File: config.mk
export PLATFORM = sky130hd
export DESIGN_NAME = pdp_delay
export DESIGN_NICKNAME = d
export VERILOG_FILES = /design/src/pdp_delay.sv
export SDC_FILE = /design/constraint.sdc
export NUM_CORES = 1
export LEC_CHECK = 0
export BUFFER_PORTS_ARGS = -buffer_cell sky130_fd_sc_hd__buf_2
export CAP_MARGIN = 15
export CORE_AREA = 2 2 51 53
export CTS_CLUSTER_SIZE = 28
export DETAILED_ROUTE_END_ITERATION = 10
export DIE_AREA = 0 0 53 55
export GPL_ROUTABILITY_DRIVEN = 1
export PLACE_DENSITY_LB_ADDON = 0.2
export SLEW_MARGIN = 5
export SYNTH_ARGS = -nofsm -noshare
export SYNTH_HDL_FRONTEND = slang
export SYNTH_SLANG_ARGS = --single-unit
File: constraint.sdc
create_clock -name clk -period 0.81 [get_ports clk]
set_clock_uncertainty 0.05 [all_clocks]
set_input_delay 0.081 -clock clk [delete_from_list [all_inputs] [get_ports clk]]
set_output_delay 0.081 -clock clk [all_outputs]
set_load 0.005 [all_outputs]
File: src/pdp_delay.sv
module pdp_delay #(
	parameter int W     = 32,
	parameter int DEPTH = 1
) (
	input  logic         clk,
	input  logic         en,
	input  logic [W-1:0] d,
	output logic [W-1:0] q
);

	logic [W-1:0] dly_s [DEPTH];

	always_ff @(posedge clk) begin
		if (en) begin
			dly_s[0] <= d;
			for (int i = 1; i < DEPTH; i++) begin
				dly_s[i] <= dly_s[i-1];
			end
		end
	end

	assign q = dly_s[DEPTH-1];

endmodule

## Yosys cells after proc, flatten, opt, wreduce, memory -nomap -nowiden

Memories as Yosys holds them, arrays and structs flattened.
Cells that the tools add are included.

| word-level totals | value |
|---|---|
| flip-flop bits (word level) | 0 |
| logic and storage cells | 3 |
| memory bits (writable) | 32 |
| input port bits | 34 |
| memories | 1 |

| operators by class | value |
|---|---|
| muxes and demuxes | 2 |

Memory list:

| memory | words | width | rd ports | clocked after memory_dff | wr ports | RTL line | source |
|---|---|---|---|---|---|---|---|
| dly_s | 1 | 32 | 1 | 0 | 1 | 11 | `logic [W-1:0] dly_s [DEPTH];` |

Operators by type and width:

| operator | number |
|---|---|
| two-way mux 1 bit | 2 |

## Depth between registers and ports, before layout

| depth | value |
|---|---|
| depth after elaboration | 2 |
| depth in mapped cells | 0 |
| mapped depth without buffers | 0 |

## Worst setup path before layout

No wires, ideal clock.

| timing | value |
|---|---|
| path kind | flip-flop to output port |
| start | mem dly_s[0][0] |
| end | out q[0] |
| stages on the path, launching flop included | 1 |
| arrival | 355 ps |
| required time | 679 ps |
| path slack | 324 ps |
| buffers on the path | 0 |
| path through | edfxtp_1 |

| between the ends | value |
|---|---|
| cells in the longest elaborated chain, start to end | 1 |

Ends and longest elaborated chain:

| item | RTL line | source |
|---|---|---|
| from (decl) | 11 |  |
| memory read (1 x 32 bit) | n/a |  |
| to (decl) | 8 | `output logic [W-1:0] q` |

No other way between the ends.

## Worst setup path after layout

| timing | value |
|---|---|
| start | mem dly_s[0][6] |
| end | out q[6] |

The elaborated chain is that of the path after synthesis.

==> run metrics <==
Largest regs dly_s x32; Tot Pwr 3.182 mW; total routed wirelength 2176 um; largest net degree at the start of global routing 17; crit-path max cell delay 0.39 ns; Final WS setup -0.1628 ns; Max IR drop VDD 1.398 mV; first-pass GRT wire length 2918 um; Top reg by flops dly_s; Starting DRT DRC Count 17; CP top delay family flip-flops; aggregate global-route resource usage 0.1603; Comb pwr share 0.123; Largest register FFs 32; port buffer count 65; CTS root buf clkbuf_4; violated checks negative setup slack; Post-Place Setup Slack 0.08678 ns; P_sw 631.1 uW; most common cell in the netlist edfxtp_1; Core Box Area 2365 um^2; multi-input gate count 0; Reg clk slew, reported paths 0.09 ns; I/O Pins 66; type of origin of the critical path register; register bit count reported by yosys 32; WP data required 0.68 ns; WHS 0.1347 ns; area delta synth->final 80.34%; Post-Syn Area 960.9 um^2; Vias per Instance 4.166; n_diodes 0; setup TNS -4.274 ns; Die Span Y 55 um; Post-Syn Instances 32; # DRC 0; Sw Ratio 0.1983; Worst-Margin Slew 0.1029 ns; power share of the clock group 0.250; status finished, violations left; post-synthesis sequential area ratio 1.000; Tcrit/Tclk final 1.201; via count 704; Final Max Tran Viols 0; Pleak 0.7483 nW; DRT Pass-1 Iters 4; post-route ant nets 0; top cell type's share of synthesized area 1.000; wire length per cell 12.88 um; crit path kind reg -> out; initial antenna violation count 0; crit path max-delay cell type edfxtp_1; RSZ-0062 raised after global routing true; post-synth cell types 1; WP data arrival 0.84 ns; total CTS buffers 5; CP Max Fanout 1; Starting Density 0.4063; number of H-tree levels 2; CP Cell Sequence buf_2; number of flops mapped to enable cells by yosys 32; share of cells above drive strength 1 0.5180; Longest Clk Path Bufs 2; Final nets 172; Synth area leader edfxtp_1; main flop type after synthesis edfxtp_1; area of the multi-input gates 0 um^2; yosys synthesis warning count 0; Reg power frac 0.627; Syn Area/Cell 30.03 um^2; chip width 53 um; synth top area cells edfxtp_1; clock sink total 32; routability cong. 0.6756; Min-Delay Path Class in -> reg; Max Clock Freq 1.028 GHz; Max Cap Violations 0; most frequent cells after synthesis edfxtp_1; Pwr per Cell Area 1836 nW/um^2; CTS tree built; final hold violations 0; gr ovfl total 0; crit path capture type primary output; cell-internal power 2.551 mW; Post-Syn Nets 66; Tmin final 0.9728 ns; Rel. slew slack 0.9319; async set or reset register ratio after synthesis 0; Core Rows 18; vias in the first global route 662; Setup-failing EPs final 32; Buf/Inv on CP 1; # Post-CTS Setup Buffers 0; die area 2915 um^2
layer usage:
layer	up-vias	global-route usage	wire length, um
li1	341	-	-
met1	325	0.1544	763
met2	38	0.2958	1260
met3	0	0.08333	152
met4	0	0.05128	0
met5	-	0	0
logic make-up (layout without fill, tap and decap cells):
group | after synthesis | count (layout) | synth area share
buf+inv | 0 | 107 | 0
flops | 32 | 32 | 1.000
placed cells by master, fill, tap and decap left out, drive strengths merged:
cell / netlist / layout
clkbuf: 0 / 7
edfxtp: 32 / 32
buf: 0 / 67
clkinv: 0 / 1
dlygate4sd3: 0 / 32
layout make-up:
| cell class | instances | area, um^2 |
|---|---|---|
| Clock buffer | 7 | 45.04 |
| Sequential cell | 32 | 960.9 |
| Tap cell | 30 | 37.54 |
| Timing Repair Buffer | 99 | 685.7 |
| Fill cell | 164 | 631.9 |
| Clock inverter | 1 | 3.754 |
metrics by stage:
stage                 util  cells  instance area [um^2]
finish              0.7328    169                  1733
global route        0.7328    169                  1733
global placement    0.5767    129                  1364
floorplan                -     32                 960.9
detailed placement  0.5767    129                  1364
CTS                 0.7328    169                  1733
power by group through the flow:
stage	clock network (mW)	logic [mW]	registers [mW]
finish	0.796	0.391	2.00
detailed placement	0	0.271	2.03
global placement	0	0.268	2.03
CTS	0.803	0.388	2.00
floorplan	0	0	2.06
global route	0.900	0.427	2.01
worst paths after layout:
check	start	end	slack, ns	cells after the start
max	dly_s[0][6]$_DFFE_PP_	q[6]	-0.16	1
min	en	dly_s[0][19]$_DFFE_PP_	0.13	2
timing repair:
| action | in CTS | in global routing |
|---|---|---|
| gates cloned | 0 | 0 |
| gates resized for setup | 0 | 0 |
| pin swaps | 0 | 0 |
| endpoints found under the hold margin | 32 | 0 |
| endpoints found under the setup margin | 32 | 32 |
| hold buffers | 32 | 0 |
Power figures use the tool's default switching activity.
