`src/pdp_mulq.sv`:
```
module pdp_mulq #(
	parameter int AW = 32,
	parameter int BW = 32,
	parameter int SH = 16,
	parameter int OW = 32
) (
	input  logic                 clk,
	input  logic                 en,
	input  logic signed [AW-1:0] a,
	input  logic signed [BW-1:0] b,
	output logic signed [OW-1:0] p,
	output logic                 ov
);

	localparam int AL = (AW + 1) / 2;
	localparam int AH = AW - AL;
	localparam int BL = (BW + 1) / 2;
	localparam int BH = BW - BL;
	localparam int PW = AW + BW;
	localparam int QW = PW - SH;

	logic [AW-1:0] ua;
	logic [BW-1:0] ub;
	logic [AL+BL-1:0] pll_s1;
	logic [AL+BH-1:0] plh_s1;
	logic [AH+BL-1:0] phl_s1;
	logic [AH+BH-1:0] phh_s1;
	logic             neg_s1;
	logic [PW-1:0]    sum;
	logic [QW-1:0]    q;
	logic [QW-1:0]    lim;
	logic [OW-1:0]    m;

	assign ua = a[AW-1] ? AW'(-a) : AW'(a);
	assign ub = b[BW-1] ? BW'(-b) : BW'(b);

	always_ff @(posedge clk) begin
		if (en) begin
			pll_s1 <= (AL+BL)'(ua[AL-1:0]) * (AL+BL)'(ub[BL-1:0]);
			plh_s1 <= (AL+BH)'(ua[AL-1:0]) * (AL+BH)'(ub[BW-1:BL]);
			phl_s1 <= (AH+BL)'(ua[AW-1:AL]) * (AH+BL)'(ub[BL-1:0]);
			phh_s1 <= (AH+BH)'(ua[AW-1:AL]) * (AH+BH)'(ub[BW-1:BL]);
			neg_s1 <= a[AW-1] ^ b[BW-1];
		end
	end

	always_comb begin
		sum = PW'(pll_s1) + (PW'(plh_s1) << BL) + (PW'(phl_s1) << AL)
			+ (PW'(phh_s1) << (AL + BL));
		q   = sum[PW-1:SH];
		lim = (QW'(1) << (OW - 1)) - QW'(!neg_s1);
		m   = (q > lim) ? OW'(lim) : OW'(q);
	end

	always_ff @(posedge clk) begin
		if (en) begin
			p  <= neg_s1 ? -m : m;
			ov <= q > lim;
		end
	end

endmodule

```
`config.mk`:
```
export PLATFORM = sky130hd
export DESIGN_NAME = pdp_mulq
export DESIGN_NICKNAME = d
export VERILOG_FILES = /design/src/pdp_mulq.sv
export SDC_FILE = /design/constraint.sdc
export NUM_CORES = 2
export LEC_CHECK = 0
export ABC_AREA = 0
export BUFFER_PORTS_ARGS = -buffer_cell sky130_fd_sc_hd__buf_2
export CELL_PAD_IN_SITES_DETAIL_PLACEMENT = 0
export CELL_PAD_IN_SITES_GLOBAL_PLACEMENT = 2
export CORE_ASPECT_RATIO = 0.75
export CORE_MARGIN = 2
export CORE_UTILIZATION = 45
export CTS_CLUSTER_SIZE = 40
export DETAILED_ROUTE_END_ITERATION = 8
export HOLD_SLACK_MARGIN = 0.12
export PLACE_DENSITY = 0.86
export SYNTH_ARGS = -nofsm -noshare
export SYNTH_HDL_FRONTEND = slang
export SYNTH_SLANG_ARGS = --single-unit
```
`constraint.sdc`:
```
create_clock -name clk -period 28.3 [get_ports clk]
set_input_delay 1.415 -clock clk [delete_from_list [all_inputs] [get_ports clk]]
set_output_delay 1.415 -clock clk [all_outputs]
set_load 0.01 [all_outputs]
```
# Yosys cells after proc, flatten, opt, wreduce, memory -nomap -nowiden
# Cells that the tools add are included.
# op_classes
addsub,7
mul,4
div,0
magnitude_cmp,1
n_eq_ne,0
shifts,0
mux,4
bitwise,1
n_reduce_logical,1
# ops
cell,n
16-bit by 16-bit multiplier with 32-bit output,4
32-bit two-way mux,4
32-bit negation,3
50-bit by 64-bit adder with 64-bit output,1
49-bit by 48-bit adder with 50-bit output,1
32-bit by 48-bit adder with 49-bit output,1
48-bit greater-than comparator,1
"32-bit by 1-bit subtractor with 33-bit output, first input constant",1
1-bit zero test,1
1-bit XOR,1
# totals
reg_bits,162
latchBits,0
mem_bits_rw,0
romBits,0
inputBits,66
out_inout_bits,33
wordCells,25
mem_count,0

# Longest topological paths before layout
# logic_depth
depth_word,7
depth_mapped,38
mapped_depth_nobuf,34

# Least setup slack after synthesis
# OpenSTA, ideal clock, no wires.
# synth_path
kind,input to register
start,in a[5]
end,reg phl_s1[31] (data pin)
setup_time_ns,0.260
arrival_time_ns,10.276
t_required_ns,28.040
setup_slack_ns,17.765
path_stages,31
n_path_buf,1
cell_sequence,or4_4 > nor4_4 > or3b_1 > or2_4 > nand2b_4 > or4_4 > or4_1 > or4_4 > nand2_1 > xnor2_1 > clkbuf_1 > nand2_1 > fa_1 > fa_1 > fa_1 > inv_1 > fa_1 > fa_1 > inv_1 > fa_1 > inv_1 > ha_1 > and3_1 > a31oi_1 > or3_1 > o31a_1 > o311ai_0 > a2111oi_0 > o31ai_1 > a21oi_1 > xnor2_1
# synth_via
elab_chain_len,3
# synth_rtl
element,line,source
start: declaration,9,"input logic signed [AW-1:0] a,"
32-bit negation,34,assign ua = a[AW-1] ? AW'(-a) : AW'(a);
32-bit two-way mux,34,
16-bit by 16-bit multiplier with 32-bit output,41,phl_s1 <= (AH+BL)'(ua[AW-1:AL]) * (AH+BL)'(ub[BL-1:0]);
end signal: assignment,41,
end: declaration,26,logic [AH+BL-1:0] phl_s1;
# Every way passes these cells.
# A chain may end at the register's enable or synchronous reset.

# Worst setup path after layout
# layout_path
start,in a[5]
end,reg phh_s1[31] (data pin)
# layout_via
elab_chain_len,3
# layout_rtl
element,line,source
32-bit negation,34,
32-bit two-way mux,34,
16-bit by 16-bit multiplier with 32-bit output,42,phh_s1 <= (AH+BH)'(ua[AW-1:AL]) * (AH+BH)'(ub[BW-1:BL]);
end signal: assignment,42,
end: declaration,27,logic [AH+BH-1:0] phh_s1;
# Every way passes these cells.

==> summary.md <==
| Metric | Value |
|---|---|
| Layout cells sized above 1 | 7.20% |
| CTS H-Tree Depth | 4 |
| Row Count | 98 |
| # IOs | 99 |
| Simple-Gate Fraction of Synth Area | 15.3% |
| Tmin final | 11.11 ns |
| CTS tree | done |
| Gp weighted congestion | 0.913 |
| DRC | 0 |
| Most common cell after layout, fill and taps aside | inv_1 |
| Hold Path Origin | plh_s1[0] |
| Multiplexer share of the synthesized area | 0.891% |
| Max-slew violations | 0 |
| IO buf count | 98 |
| Post-synth top area cell | fa_1 |
| Critical Path End Type | register |
| FF-to-FF Start | pll_s1[20] |
| Hold depth | 3 |
| EDFF count, synth | 146 |
| Hold EP | p[0] |
| Dpl hpwl | 109000 um |
| Overall die area | 99000 sq um |
| Wire per inst | 22.1 um |
| Count of cell types in the netlist | 85 |
| WP depth | 32 |
| Largest family of logic cells by synthesized area | adder cells |
| Highest clock rate | 90.0 MHz |
| Hold Worst Slack | 0.922 ns |
| Post CTS Setup Buffer Count | 0 |
| Predominant post-synthesis flop cell | edfxtp_1 |
| RSZ-0062 raised after global routing | false |
| Worst slew margin | 7.69% |
| Hold_buf cts | 0 |
| Num CTS Buffers | 17 |
| Crit path max-delay family | adder cells |
| Number of nets in the layout | 6325 |
| Top cell type's share of synthesized area | 37.3% |
| Post-DRT Antenna Nets | 0 |
| CTS sink count | 146 |
| # fillers | 9222 |
| Longest Clk Path Bufs | 2 |
| Final hold violation count | 0 |
| Die X-Extent | 363 um |
| Crit Path Category | input port to register |
| Clock Latency Late Sink | 0.47 ns |
| Final worst path period share | 39.3% |
| Mapped Nets | 6296 |
| First-pass DRT Iterations | 6 |
| Post-Syn Area | 43400 sq um |
| Syn avg cell area | 8.78 sq um |
| Post-Syn Instances | 4942 |
| Startpoint type of the worst setup path | input port |
| Worst slew pin tran | 1.35 ns |
| Post-Synth XOR/XNOR Area | 4.80% |
| Vias in the first global route | 34100 |
| Crit path arrival time | 11.33 ns |
| Fraction of the mapped netlist area in adder cells | 51.1% |
| Initial Util | 45.5% |
| Resize count post-CTS | 0 |
| Clk_skew | 0.0107 ns |
| Vias | 34400 |
| CTS Root Cell | clkbuf_16 |
| Final count of negative-setup-slack endpoints | 0 |
| Area growth syn-to-layout | 7.81% |
| Largest net degree at the start of global routing | 78 |
| Post-synth ARST share | 0% |
| Final wirelength | 138000 um |
| Antenna violations before repair | 5 |
| Total GRT Usage | 28.6% |
| Status | finished clean |
| Complex-gate fraction of the synthesized area | 7.75% |
| Die Span Y | 273 um |
| DRT iter0 DRCs | 2738 |
| Worst path bufs/invs | 5 |
| Synth warnings | 0 |
| Via-to-Cell Ratio | 5.52 |
| Most frequent cells in the layout | 949 x inv_1, 808 x fa_1, 652 x nand2_1 |
| First-pass GRT wire length | 212000 um |
| R2R Path End | p[10] |
| Top cells by area, synth | fa_1 37%, ha_1 14%, edfxtp_1 10% |
| Worst hold path class | register to register |
| Max Cap Viol | 0 |
| Setup TNS | 0 ns |
| CTS clk-pin slew, worst paths | 0.07 ns |
| Slowest stage cell, crit path | o41ai_1 |
| Core Footprint | 95400 sq um |
| Seq/Total Area, Yosys | 10.1% |
| CP max FO | 20 |
| Cell with the most instances on the worst path | fa_1 |
| Data required, critical path | 28.52 ns |
| CP max stage delay | 0.67 ns |
| Synth Register Bits | 146 |
| R2R depth | 30 |
| Reg2reg setup slack | 18.71 ns |
| GRT overflow | 0 |
==> logic make-up after synthesis <==
logic type	count (synthesis)
buf+inv	1153
mux	38
compound gates	524
flops	146
xor+xnor	238
simple gates	1555
fa+ha+maj	1288
==> metal layers <==
layer | part of all wire, % | up-vias | global-route usage, %
met4 | 2.8 | 6 | 7.14
met1 | 46 | 17500 | 43.0
li1 | - | 15500 | -
met2 | 42 | 1278 | 41.7
met5 | 0.025 | - | 0
met3 | 9.1 | 161 | 6.11
==> flip-flops by register name (all words and copies together) (netlist names) <==
name,flops
p,32
phh_s1,32
phl_s1,32
plh_s1,32
pll_s1,16
neg_s1,1
ov,1
==> final cells by class <==
| cell class | count | area [sq um] | area share, % |
|---|---|---|---|
| Antenna cell | 3 | 7.51 | 0.0160 |
| Clock buffer | 17 | 425 | 0.909 |
| Clock inverter | 15 | 166 | 0.356 |
| Inverter | 949 | 3560 | 7.61 |
| Multi-Input combinational cell | 3643 | 35300 | 75.5 |
| Sequential cell | 146 | 4380 | 9.37 |
| Tap cell | 1250 | 1560 | 3.34 |
| Timing Repair Buffer | 214 | 1370 | 2.92 |
==> tightest hold or removal path, cell delays in order (launching register included) <==
cell and delay, ns:
edfxtp_1 0.35, fa_1 0.24, nor2_1 0.08, a21oi_1 0.11
==> Yosys cell counts (all sizes together), types with 6 or more instances <==
master / number
a2111oi: 7
a211oi: 23
a21o: 49
a21oi: 140
a31oi: 28
and2: 19
and3: 14
and4: 6
buf: 7
clkbuf: 197
edfxtp: 146
fa: 808
ha: 480
inv: 949
mux2i: 33
nand2: 652
nand2b: 31
nand3: 37
nand4: 30
nor2: 607
nor2b: 10
nor3: 50
nor4: 19
o211ai: 12
o21a: 23
o21ai: 116
o21bai: 17
o22ai: 17
o31a: 15
o31ai: 18
o41ai: 8
or2: 17
or3: 23
or4: 18
xnor2: 149
xor2: 89
==> how the worst max path moves through the flow <==
stage,slack (ns),to,start
3_3_place_gp,16.83,phl_s1[30],a[5]
6_report,17.19,phh_s1[31],a[5]
3_5_place_dp,16.76,phh_s1[31],a[5]
4_1_cts,17.26,phh_s1[31],a[5]
2_1_floorplan,17.76,phl_s1[31],a[5]
5_1_grt,16.80,phh_s1[30],a[5]
==> per-stage QoR <==
step	setup slack, ns	std cells	util (%)	area (sq um)
after floorplan	17.76	4942	-	43400
after global placement	16.83	6202	48.4	46200
after detailed placement	16.76	6202	48.4	46200
after CTS	17.26	6234	49.0	46800
after global routing	16.80	6234	49.0	46800
final	17.19	6237	49.0	46800
Power is left out: the tool's default activity adds up to more than one toggle a clock period on the data nets, which glitch-free logic cannot reach.
